<file path="config.mk">
export PLATFORM = sky130hd
export DESIGN_NAME = ultrasonic_range_motion_detector
export DESIGN_NICKNAME = d
export VERILOG_FILES = /design/src/rtl/core/urmd_pkg.sv /design/src/rtl/core/ultrasonic_range_motion_detector.sv
export SDC_FILE = /design/constraint.sdc
export NUM_CORES = 1
export LEC_CHECK = 0
export CAP_MARGIN = 20
export CORE_MARGIN = 1.5
export CORE_UTILIZATION = 60
export DETAILED_ROUTE_END_ITERATION = 8
export DONT_BUFFER_PORTS = 1
export MAX_ROUTING_LAYER = met4
export PLACE_DENSITY = 0.84
export SLEW_MARGIN = 20
export SYNTH_ARGS = -nofsm -noshare
export SYNTH_HDL_FRONTEND = slang
export SYNTH_SLANG_ARGS = --single-unit
</file>
<file path="constraint.sdc">
create_clock -name clk -period 10.28 [get_ports clk]
set_input_delay 1.542 -clock clk [delete_from_list [all_inputs] [get_ports clk]]
set_output_delay 1.542 -clock clk [all_outputs]
set_load 0.02 [all_outputs]
</file>
<file path="src/rtl/core/urmd_pkg.sv">
// ----------------------------------------------------------------------------
// urmd_pkg
// Shared types and constants of the ultrasonic range and motion detector:
// phase encoding, register indexes, field widths and reset values.
// ----------------------------------------------------------------------------
package urmd_pkg;

  localparam int TICK_W   = 20;  // tick counter width
  localparam int DIST_W   = 16;
  localparam int CFG_IDX_W = 3;
  localparam int CFG_DAT_W = 20;
  localparam int IN_TDATA_W  = 8;
  localparam int OUT_TDATA_W = 24;

  typedef enum logic [2:0] {
    PH_IDLE = 3'd0,
    PH_TRIG = 3'd1,
    PH_RISE = 3'd2,
    PH_HIGH = 3'd3,
    PH_GAP  = 3'd4
  } phase_t;

  localparam logic [CFG_IDX_W-1:0] REG_ENABLE       = 3'd0;
  localparam logic [CFG_IDX_W-1:0] REG_TRIG_TICKS   = 3'd1;
  localparam logic [CFG_IDX_W-1:0] REG_ECHO_TIMEOUT = 3'd2;
  localparam logic [CFG_IDX_W-1:0] REG_TICKS_PER_CM = 3'd3;
  localparam logic [CFG_IDX_W-1:0] REG_THRESHOLD_CM = 3'd4;
  localparam logic [CFG_IDX_W-1:0] REG_PERIOD_TICKS = 3'd5;

  localparam logic [7:0]        RST_TRIG_TICKS   = 8'd10;
  localparam logic [15:0]       RST_ECHO_TIMEOUT = 16'd25000;
  localparam logic [7:0]        RST_TICKS_PER_CM = 8'd58;
  localparam logic [15:0]       RST_THRESHOLD_CM = 16'd200;
  localparam logic [19:0]       RST_PERIOD_TICKS = 20'd100000;
  localparam logic [DIST_W-1:0] DIST_MAX         = 16'hFFFF;

endpackage

</file>
<file path="src/rtl/core/ultrasonic_range_motion_detector.sv">
// an accepted input word is registered and shows as a result word on the next cycle
// throughput: one word per cycle while the result stream takes words; one result word for every input word
// the phase and counters step once per word through short compare/increment logic
// in_tready drops only while the output register holds a word that is not taken
// reset (rst_n low, synchronous): idle phase, counters zero, registers to defaults,
// distance 0, no_echo 1, motion 0, output register empty
// ----------------------------------------------------------------------------
// ultrasonic_range_motion_detector
// Per-tick echo ranging controller: trigger pulse, echo rise wait, echo width
// count in centimetres, timeout handling and a motion flag with change event.
// ----------------------------------------------------------------------------
module ultrasonic_range_motion_detector
  import urmd_pkg::*;
(
  input  logic                   clk,
  input  logic                   rst_n,
  // input stream
  input  logic                   in_tvalid,
  output logic                   in_tready,
  input  logic [IN_TDATA_W-1:0]  in_tdata,   // [0] echo_level, [7:1] zero
  // result stream
  output logic                   out_tvalid,
  input  logic                   out_tready,
  // [0] trig_out, [1] measure_done, [17:2] distance_cm, [18] no_echo,
  // [19] motion, [20] motion_changed, [23:21] zero
  output logic [OUT_TDATA_W-1:0] out_tdata,
  // configuration write channel
  input  logic                   cfg_valid,
  output logic                   cfg_ready,
  input  logic [CFG_IDX_W-1:0]   cfg_index,
  input  logic [CFG_DAT_W-1:0]   cfg_data
);

  // configuration registers
  logic        enable_r;
  logic [7:0]  trig_ticks_r;
  logic [15:0] echo_timeout_r;
  logic [7:0]  ticks_per_cm_r;
  logic [15:0] threshold_cm_r;
  logic [19:0] period_ticks_r;

  // measurement state
  phase_t              phase_r, phase_nxt;
  logic [TICK_W-1:0]   tick_r, tick_nxt;
  logic [7:0]          sub_r, sub_nxt;
  logic [DIST_W-1:0]   cm_r, cm_nxt;
  logic [DIST_W-1:0]   dist_r, dist_nxt;
  logic                no_echo_r, no_echo_nxt;
  logic                motion_r, motion_nxt;

  // output register
  logic                   out_valid_r;
  logic [OUT_TDATA_W-1:0] out_data_r, out_data_nxt;

  logic              in_fire;
  logic              echo;
  logic              trig;
  logic              done;
  logic              changed;
  logic              fin;
  logic              fin_timeout;
  logic              det;
  logic [TICK_W-1:0] tick_inc;
  logic [7:0]        sub_inc;

  assign cfg_ready = 1'b1;
  assign in_tready = out_tready | ~out_valid_r;
  assign in_fire   = in_tvalid & in_tready;
  assign echo      = in_tdata[0];

  always_ff @(posedge clk) begin
    if (!rst_n) begin
      enable_r       <= 1'b0;
      trig_ticks_r   <= RST_TRIG_TICKS;
      echo_timeout_r <= RST_ECHO_TIMEOUT;
      ticks_per_cm_r <= RST_TICKS_PER_CM;
      threshold_cm_r <= RST_THRESHOLD_CM;
      period_ticks_r <= RST_PERIOD_TICKS;
    end else if (cfg_valid && cfg_ready) begin
      case (cfg_index)
        REG_ENABLE:       enable_r       <= cfg_data[0];
        REG_TRIG_TICKS:   trig_ticks_r   <= cfg_data[7:0];
        REG_ECHO_TIMEOUT: echo_timeout_r <= cfg_data[15:0];
        REG_TICKS_PER_CM: ticks_per_cm_r <= cfg_data[7:0];
        REG_THRESHOLD_CM: threshold_cm_r <= cfg_data[15:0];
        REG_PERIOD_TICKS: period_ticks_r <= cfg_data[19:0];
        default: ;
      endcase
    end
  end

  always_ff @(posedge clk) begin
    if (!rst_n) begin
      phase_r   <= PH_IDLE;
      tick_r    <= '0;
      sub_r     <= '0;
      cm_r      <= '0;
      dist_r    <= '0;
      no_echo_r <= 1'b1;
      motion_r  <= 1'b0;
    end else if (in_fire) begin
      phase_r   <= phase_nxt;
      tick_r    <= tick_nxt;
      sub_r     <= sub_nxt;
      cm_r      <= cm_nxt;
      dist_r    <= dist_nxt;
      no_echo_r <= no_echo_nxt;
      motion_r  <= motion_nxt;
    end
  end

  always_comb begin
    phase_nxt   = phase_r;
    tick_nxt    = tick_r;
    sub_nxt     = sub_r;
    cm_nxt      = cm_r;
    dist_nxt    = dist_r;
    no_echo_nxt = no_echo_r;
    motion_nxt  = motion_r;
    trig        = 1'b0;
    done        = 1'b0;
    changed     = 1'b0;
    fin         = 1'b0;
    fin_timeout = 1'b0;
    det         = 1'b0;
    tick_inc    = '0;
    sub_inc     = '0;

    if (!enable_r) begin
      phase_nxt = PH_IDLE;
      tick_nxt  = '0;
    end else begin
      // gap end and idle start fall through into the trigger phase this tick
      if (phase_nxt == PH_GAP) begin
        if (tick_r >= TICK_W'(period_ticks_r)) begin
          phase_nxt = PH_IDLE;
        end else begin
          tick_nxt = tick_r + TICK_W'(1);
        end
      end
      if (phase_nxt == PH_IDLE) begin
        phase_nxt = PH_TRIG;
        tick_nxt  = '0;
      end
      tick_inc = tick_nxt + TICK_W'(1);
      case (phase_nxt)
        PH_TRIG: begin
          trig = 1'b1;
          if (tick_inc >= TICK_W'(trig_ticks_r)) begin
            phase_nxt = PH_RISE;
            tick_nxt  = '0;
          end else begin
            tick_nxt = tick_inc;
          end
        end
        PH_RISE: begin
          if (echo) begin
            // rise tick counts as the first width tick
            phase_nxt = PH_HIGH;
            tick_nxt  = TICK_W'(1);
            if (ticks_per_cm_r <= 8'd1) begin
              sub_nxt = '0;
              cm_nxt  = DIST_W'(1);
            end else begin
              sub_nxt = 8'd1;
              cm_nxt  = '0;
            end
          end else begin
            tick_nxt = tick_inc;
            if (tick_inc >= TICK_W'(echo_timeout_r)) begin
              fin         = 1'b1;
              fin_timeout = 1'b1;
            end
          end
        end
        PH_HIGH: begin
          if (!echo) begin
            fin = 1'b1;
          end else if (tick_nxt >= TICK_W'(echo_timeout_r)) begin
            fin         = 1'b1;
            fin_timeout = 1'b1;
          end else begin
            tick_nxt = tick_inc;
            sub_inc  = sub_r + 8'd1;
            if (sub_inc >= ticks_per_cm_r) begin
              sub_nxt = '0;
              if (cm_r != DIST_MAX) begin
                cm_nxt = cm_r + DIST_W'(1);
              end
            end else begin
              sub_nxt = sub_inc;
            end
          end
        end
        default: ;
      endcase

      if (fin) begin
        done        = 1'b1;
        dist_nxt    = fin_timeout ? DIST_MAX : cm_r;
        no_echo_nxt = fin_timeout;
        det         = ~fin_timeout && (cm_r != '0) && (cm_r <= threshold_cm_r);
        changed     = det ^ motion_r;
        motion_nxt  = det;
        phase_nxt   = PH_GAP;
        tick_nxt    = '0;
      end
    end

    out_data_nxt = {3'b000, changed, motion_nxt, no_echo_nxt, dist_nxt, done, trig};
  end

  always_ff @(posedge clk) begin
    if (!rst_n) begin
      out_valid_r <= 1'b0;
    end else if (in_fire) begin
      out_valid_r <= 1'b1;
    end else if (out_tready) begin
      out_valid_r <= 1'b0;
    end
  end

  always_ff @(posedge clk) begin
    if (in_fire) begin
      out_data_r <= out_data_nxt;
    end
  end

  assign out_tvalid = out_valid_r;
  assign out_tdata  = out_data_r;

  // a disabled tick always leaves the block idle
  a_disable_idle: assert property (@(posedge clk) disable iff (!rst_n)
    (in_fire && !enable_r) |=> (phase_r == PH_IDLE))
    else $error("phase not idle after disabled word");

  // the trigger is never driven on the tick a measurement completes
  a_trig_done_excl: assert property (@(posedge clk) disable iff (!rst_n)
    out_valid_r |-> !(out_data_r[0] && out_data_r[1]))
    else $error("trigger and measure_done in same word");

  // motion needs a valid echo
  a_motion_valid: assert property (@(posedge clk) disable iff (!rst_n)
    motion_r |-> (!no_echo_r && (dist_r != '0) && (dist_r != DIST_MAX || !no_echo_r)))
    else $error("motion flag set without a valid distance");

endmodule
</file>
* Word-level counts from Yosys, hierarchy flattened *
Index checks and enable logic that the tools add are counted.

storage, ports and cells
  flip-flop bits (word level) = 156
  bits in latches = 0
  RAM bits = 0
  ROM bits = 0
  bits of input ports = 36
  output and inout port bits = 27
  word-level logic and storage cells = 118
  memories = 0

operators by class
  add/sub/neg operators = 4
  multipliers = 0
  divide/modulo/power cells = 0
  order comparisons = 7
  eq/ne operators = 15
  shift operators = 0
  muxes and demuxes = 54
  bitwise logic cells = 5
  reductions and logical operators = 16

operators by type and width
  operator                                                                count
  20-bit 2-to-1 mux                                                       10
  16-bit 2-to-1 mux                                                       8
  20-bit case mux with 3 select lines                                     1
  20-bit by 1-bit adder with 20-bit output (second input constant)        2
  20-bit by 16-bit >= comparator with 1-bit output                        2
  8-bit 2-to-1 mux                                                        4
  16-bit case mux with 2 select lines                                     1
  3-bit 2-to-1 mux                                                        9
  20-bit >= comparator                                                    1
  20-bit by 8-bit >= comparator with 1-bit output                         1
  1-bit 2-to-1 mux                                                        17
  16-bit by 1-bit adder with 16-bit output (second input constant)        1
  16-bit <= comparator                                                    1
  16-bit != test (second input constant)                                  1
  8-bit case mux with 2 select lines                                      1
  16-bit nonzero test                                                     1
  2-bit AND reduction                                                     7
  3-bit by 2-bit == test with 1-bit output (second input constant)        4
  2-bit != test (second input constant)                                   5
  3-bit == test (second input constant)                                   3
  8-bit by 1-bit adder with 8-bit output (second input constant)          1
  8-bit >= comparator                                                     1
  8-bit by 1-bit <= comparator with 1-bit output (second input constant)  1
  8-bit AND reduction                                                     1
  other kinds (11)                                                        17

* Longest topological paths before layout *
  depth in word-level cells = 18
  mapped depth = 28
  mapped depth without buffers = 25

* Worst setup path after synthesis *
Ideal clock, no wire load.

  path kind = flip-flop to flip-flop
  start = register period_ticks_r[17]
  end = register out_data_r[10] (netlist: out_tdata[10]) (data pin)
  library setup time = 257 ps
  arrival = 5239 ps
  data required time = 10023 ps
  path slack = 4784 ps
  cell stages (with the launch flop) = 28
  buffers on the path = 3
  period minus slack after synthesis = 5496 ps
  cells stage by stage = dfxtp_1 inv_1 ha_1 a21o_1 a21o_1 a32o_1 buf_4 nor3_1 buf_2 mux2i_1 nor2_1 ha_1 o21ai_0 a21oi_1 xor2_1 ha_1 o21ai_0 a21oi_1 nor3_1 o21bai_1 a2111oi_0 o31ai_1 a211oi_4 o21ai_4 nand2_4 inv_2 buf_2 o22a_1

between the ends
  longest elaborated chain between the ends = 16
  elaborated cells on any way between the ends = 28
  classes of those cells = 1 x add/sub; 3 x order compare; 2 x eq/ne; 21 x mux; 1 x reduce/logical

ends and longest elaborated chain
  element                                           RTL line                                 text
  from (decl)                                       ultrasonic_range_motion_detector.sv:40   logic [19:0] period_ticks_r;
  from (signal assigned)                            ultrasonic_range_motion_detector.sv:86   REG_PERIOD_TICKS: period_ticks_r <= cfg_data[19:0];
  20-bit >= comparator (*)                          ultrasonic_range_motion_detector.sv:135  if (tick_r >= TICK_W'(period_ticks_r)) begin
  3-bit 2-to-1 mux                                  ultrasonic_range_motion_detector.sv:135
  3-bit 2-to-1 mux                                  ultrasonic_range_motion_detector.sv:134  if (phase_nxt == PH_GAP) begin
  3-bit 2-to-1 mux                                  ultrasonic_range_motion_detector.sv:129  if (!enable_r) begin
  3-bit zero test                                   ultrasonic_range_motion_detector.sv:141  if (phase_nxt == PH_IDLE) begin
  20-bit 2-to-1 mux                                 ultrasonic_range_motion_detector.sv:141
  20-bit 2-to-1 mux                                 ultrasonic_range_motion_detector.sv:129
  20-bit by 1-bit adder with 20-bit output          ultrasonic_range_motion_detector.sv:145  tick_inc = tick_nxt + TICK_W'(1);
  20-bit by 16-bit >= comparator with 1-bit output  ultrasonic_range_motion_detector.sv:170  if (tick_inc >= TICK_W'(echo_timeout_r)) begin
  1-bit 2-to-1 mux                                  ultrasonic_range_motion_detector.sv:170
  1-bit 2-to-1 mux                                  ultrasonic_range_motion_detector.sv:157  if (echo) begin
  1-bit case mux with 2 select lines                ultrasonic_range_motion_detector.sv:146  case (phase_nxt)
  1-bit 2-to-1 mux                                  ultrasonic_range_motion_detector.sv:129
  16-bit 2-to-1 mux                                 ultrasonic_range_motion_detector.sv:200  dist_nxt = fin_timeout ? DIST_MAX : cm_r;
  16-bit 2-to-1 mux (*)                             ultrasonic_range_motion_detector.sv:198  if (fin) begin
  16-bit 2-to-1 mux (*)                             ultrasonic_range_motion_detector.sv:129
  net dist_nxt[8]                                   ultrasonic_range_motion_detector.sv:47   logic [DIST_W-1:0] dist_r, dist_nxt;
  to (signal assigned)                              ultrasonic_range_motion_detector.sv:225  out_data_r <= out_data_nxt;
  to (decl)                                         ultrasonic_range_motion_detector.sv:53   logic [OUT_TDATA_W-1:0] out_data_r, out_data_nxt;

The timed path passes the listed nets; every way through them passes the cells marked *. The select of a mux whose other input is x is not followed.
A chain may end at the register's enable or synchronous reset.

* Final worst setup path *
  start = register tick_r[5]
  end = register tick_r[5]

between the ends
  longest elaborated chain between the ends = 15
  elaborated cells on any way between the ends = 32
  classes of those cells = 2 x add/sub; 4 x order compare; 3 x eq/ne; 22 x mux; 1 x reduce/logical

ends and longest elaborated chain
  element                                           RTL line                                 text
  from (decl)                                       ultrasonic_range_motion_detector.sv:44   logic [TICK_W-1:0] tick_r, tick_nxt;
  from (signal assigned)                            ultrasonic_range_motion_detector.sv:103  tick_r <= tick_nxt;
  20-bit >= comparator                              ultrasonic_range_motion_detector.sv:135
  3-bit 2-to-1 mux                                  ultrasonic_range_motion_detector.sv:135
  3-bit 2-to-1 mux                                  ultrasonic_range_motion_detector.sv:134
  3-bit 2-to-1 mux                                  ultrasonic_range_motion_detector.sv:129
  3-bit zero test                                   ultrasonic_range_motion_detector.sv:141
  20-bit 2-to-1 mux                                 ultrasonic_range_motion_detector.sv:141
  20-bit 2-to-1 mux                                 ultrasonic_range_motion_detector.sv:129
  20-bit by 1-bit adder with 20-bit output          ultrasonic_range_motion_detector.sv:145
  20-bit by 16-bit >= comparator with 1-bit output  ultrasonic_range_motion_detector.sv:170
  1-bit 2-to-1 mux                                  ultrasonic_range_motion_detector.sv:170
  1-bit 2-to-1 mux                                  ultrasonic_range_motion_detector.sv:157
  1-bit case mux with 2 select lines                ultrasonic_range_motion_detector.sv:146
  1-bit 2-to-1 mux                                  ultrasonic_range_motion_detector.sv:129
  20-bit 2-to-1 mux (*)                             ultrasonic_range_motion_detector.sv:198
  20-bit 2-to-1 mux (*)                             ultrasonic_range_motion_detector.sv:129

Mark *: on every way between the ends. The rest lies on a longest branch, timed or not. The select of a mux whose other input is x is not followed.

==> metrics.txt <==
ys async rst share 0%; Residual DRC 0; sequential element share of the synthesized area 31.9%; gr usage total 36.6%; Fillers 1447; core footprint 0.0172 sq mm; data required time of the worst path 10650 ps; Critical Path Start tick_r[5]; Cell Area, Synth 0.0105 sq mm; CTS tree done; num ports 63; Post-CTS Setup Repair Bufs 0; hold violation total from the final report 0; vias in the first global route 9270; power per cell area 119 mW/mm^2; H-tree level count 4; Layout Utilization 64.9%; first drt pass iteration count 8; Peak VDD IR 0.126 mV; global-route wire length before repair 49900 um; Max-Cap Viols 0; Buffers on Ports 0; floorplan row count 48; leakage 4.30 nW; CP Capture Point tick_r[5]; slowest stage cell, crit path nor3_2; final WL 31700 um; Multi-input gate area 0.00650 sq mm; Slew Limit Fails 0; die area 0.0182 sq mm; layout net count 1411; DRT antenna net count 0; Setup TNS 0 ps; CP Capture Type flip-flop; Synth Warn # 0; register area 0.00333 sq mm; Starting Density 60.9%; P&R area growth vs syn 6.51%; initial antenna violation count 0; Seq cells post-synth 156; Main synth FF type dfxtp_1; crit path cell chain ha_1, a21oi_1, o21ai_1, a211o_1, nor3_2, nor2_1, nor2_1, ha_1, o21ai_0, a21oi_1, xor2_1, ha_1, o21ai_0, a21oi_1, nor3_1, o21bai_1, a2111oi_0, o31ai_1, a211oi_4, o2111ai_2, a21oi_1, a21oi_1, a221oi_2; largest net degree at the start of global routing 69; root cell of the clock tree clkbuf_16; hold_buf cts 0; final period utilization 67.8%; setup violators final 0; vias 10.0k; routability cong. 1.08; vias per cell 6.60; r2r worst-path depth 23; reg2reg start tick_r[5]; Detailed Place HPWL 22400 um; Max FO, Critical Path 13; R2R Setup Slk 3310 ps; Cells after Synth 1325; fmax 0.144 GHz; CTS resizes 0; worst hold path startpoint echo_timeout_r[11]; Final min period 6970 ps; Reg2Reg Capture Point tick_r[5]; chip height 135 um; max_slew headroom 22.3%; crit path launch type flip-flop; Setup Skew 14.0 ps; mean post-synth cell area 7.89 sq um; CP max stage delay 730 ps; WL per Instance 20.8 um; post-synthesis cell type count 89; layout cells sized above 1 6.70%; Die X 135 um; Tightest Pin Transition 1160 ps; RSZ-0062 raised after global routing no; crit path kind reg2reg; status completed; grt ovf 0; initial DRC count 1157; CTS Buffer Depth 2; Worst-path clk slew 70 ps; Post-synth EDFFs 21; HP Class reg2reg; crit path DAT 7330 ps; insertion delay to the later sink of the worst-skew pair 460 ps; # diodes 0; Sink Count 156; CTS Buf Count 17; Most common cell on crit path a21oi_1
## registers in the layout (all words and copies together) (netlist names)
signal,count
cm_r,16
dist_r,16
echo_timeout_r,16
enable_r,1
motion_r,1
no_echo_r,1
out_tdata,21
out_tvalid,1
period_ticks_r,20
phase_r,3
sub_r,8
threshold_cm_r,16
tick_r,20
ticks_per_cm_r,8
trig_ticks_r,8
## logic make-up (layout without fill, tap and decap cells)
logic type / Yosys count / count (layout) / share of synthesized area (%)
buf+inv: 166 / 137 / 6.33
compound gates: 377 / 377 / 24.3
mux: 13 / 13 / 1.28
flops: 156 / 156 / 31.9
simple gates: 484 / 484 / 22.3
other cells: 2 / 4 / 0.0718
xor+xnor: 37 / 37 / 3.10
fa+ha+maj: 90 / 90 / 10.8
## how the worst min path moves through the flow
stage | to | slack [ps] | cells past startpoint
after floorplan | echo_timeout_r[10] | 440 | 2
after global placement | threshold_cm_r[12] | 440 | 2
after detailed placement | trig_ticks_r[5] | 450 | 2
after CTS | trig_ticks_r[5] | 460 | 2
after global routing | echo_timeout_r[10] | 470 | 2
final | echo_timeout_r[11] | 460 | 2
## metal layers
layer | share of wire [%] | global-route usage (%)
met1 | 41 | 45.0
met2 | 45 | 56.4
met3 | 11 | 11.1
met4 | 3.1 | 14.2
met5 | 0 | -
## cells in the final DEF (no fill, tap or decap), drive strengths merged, types with 7 or more instances in the layout
| cell | count |
|---|---|
| nor3 | 29 |
| nor4 | 18 |
| o211ai | 31 |
| buf | 8 |
| or3 | 16 |
| nand2b | 17 |
| ha | 90 |
| xor2 | 16 |
| xnor2 | 21 |
| o21a | 8 |
| o22a | 17 |
| and2 | 8 |
| dfxtp | 135 |
| a21o | 24 |
| a31oi | 11 |
| o21ai | 70 |
| nor2b | 11 |
| clkbuf | 17 |
| inv | 104 |
| nand3b | 7 |
| a21oi | 122 |
| a211oi | 11 |
| edfxtp | 21 |
| o221a | 16 |
| nand3 | 34 |
| mux2i | 10 |
| nand4 | 28 |
| or2 | 7 |
| nor2 | 82 |
| nand2 | 210 |
## power by group
group / leakage (nW) / total (mW) / switching, mW / internal, mW
combinational: 2.72 / 0.0519 / 0.0375 / 0.0144
sequential: 1.30 / 0.637 / 0.00920 / 0.628
clock: 0.285 / 0.642 / 0.314 / 0.327
total: 4.30 / 1.33 / 0.361 / 0.969
## synthesized netlist by cell type (all sizes together) (18+ instances only)
cell	number	area, sq um
nor3	29	155
a21o	24	180
edfxtp	21	631
nor4	18	134
xnor2	21	184
o21ai	70	365
clkbuf	54	203
nand2	210	796
nand3	34	170
ha	90	1130
o211ai	31	238
nor2	82	320
dfxtp	135	2700
nand4	28	188
inv	96	360
a21oi	122	611
## cell type report
| type | instances | share of cell area (%) |
|---|---|---|
| tap | 225 | 2.53 |
| clock buffer | 17 | 3.82 |
| sequential | 156 | 29.9 |
| clock inverter | 15 | 1.56 |
| inverter | 97 | 3.27 |
| timing repair buffer | 8 | 0.539 |
| multi-input combinational | 1005 | 58.4 |
## worst max-delay path, delay by kind of cell (launching register included)
| family | cells | cell delay [ps] |
|---|---|---|
| adder cells (fa/ha/maj) | 3 | 880 |
| AND/OR/NAND/NOR | 4 | 1550 |
| flip-flops | 1 | 680 |
| AO/OA/AOI/OAI | 15 | 3450 |
| XOR/XNOR | 1 | 310 |
## per-stage QoR
| stage | cell area [sq um] | hold slack [ps] | power, mW | std cells | worst slack, ps |
|---|---|---|---|---|---|
| after floorplan | 10500 | 436 | 0.691 | 1327 | 4780 |
| after global placement | 10500 | 443 | 0.698 | 1491 | 3710 |
| after detailed placement | 10500 | 448 | 0.701 | 1491 | 3590 |
| after CTS | 11100 | 457 | 1.33 | 1523 | 3530 |
| after global routing | 11100 | 469 | 1.36 | 1523 | 2930 |
| final | 11100 | 456 | 1.33 | 1523 | 3310 |
Note: power is estimated with default switching activity, not from simulation.
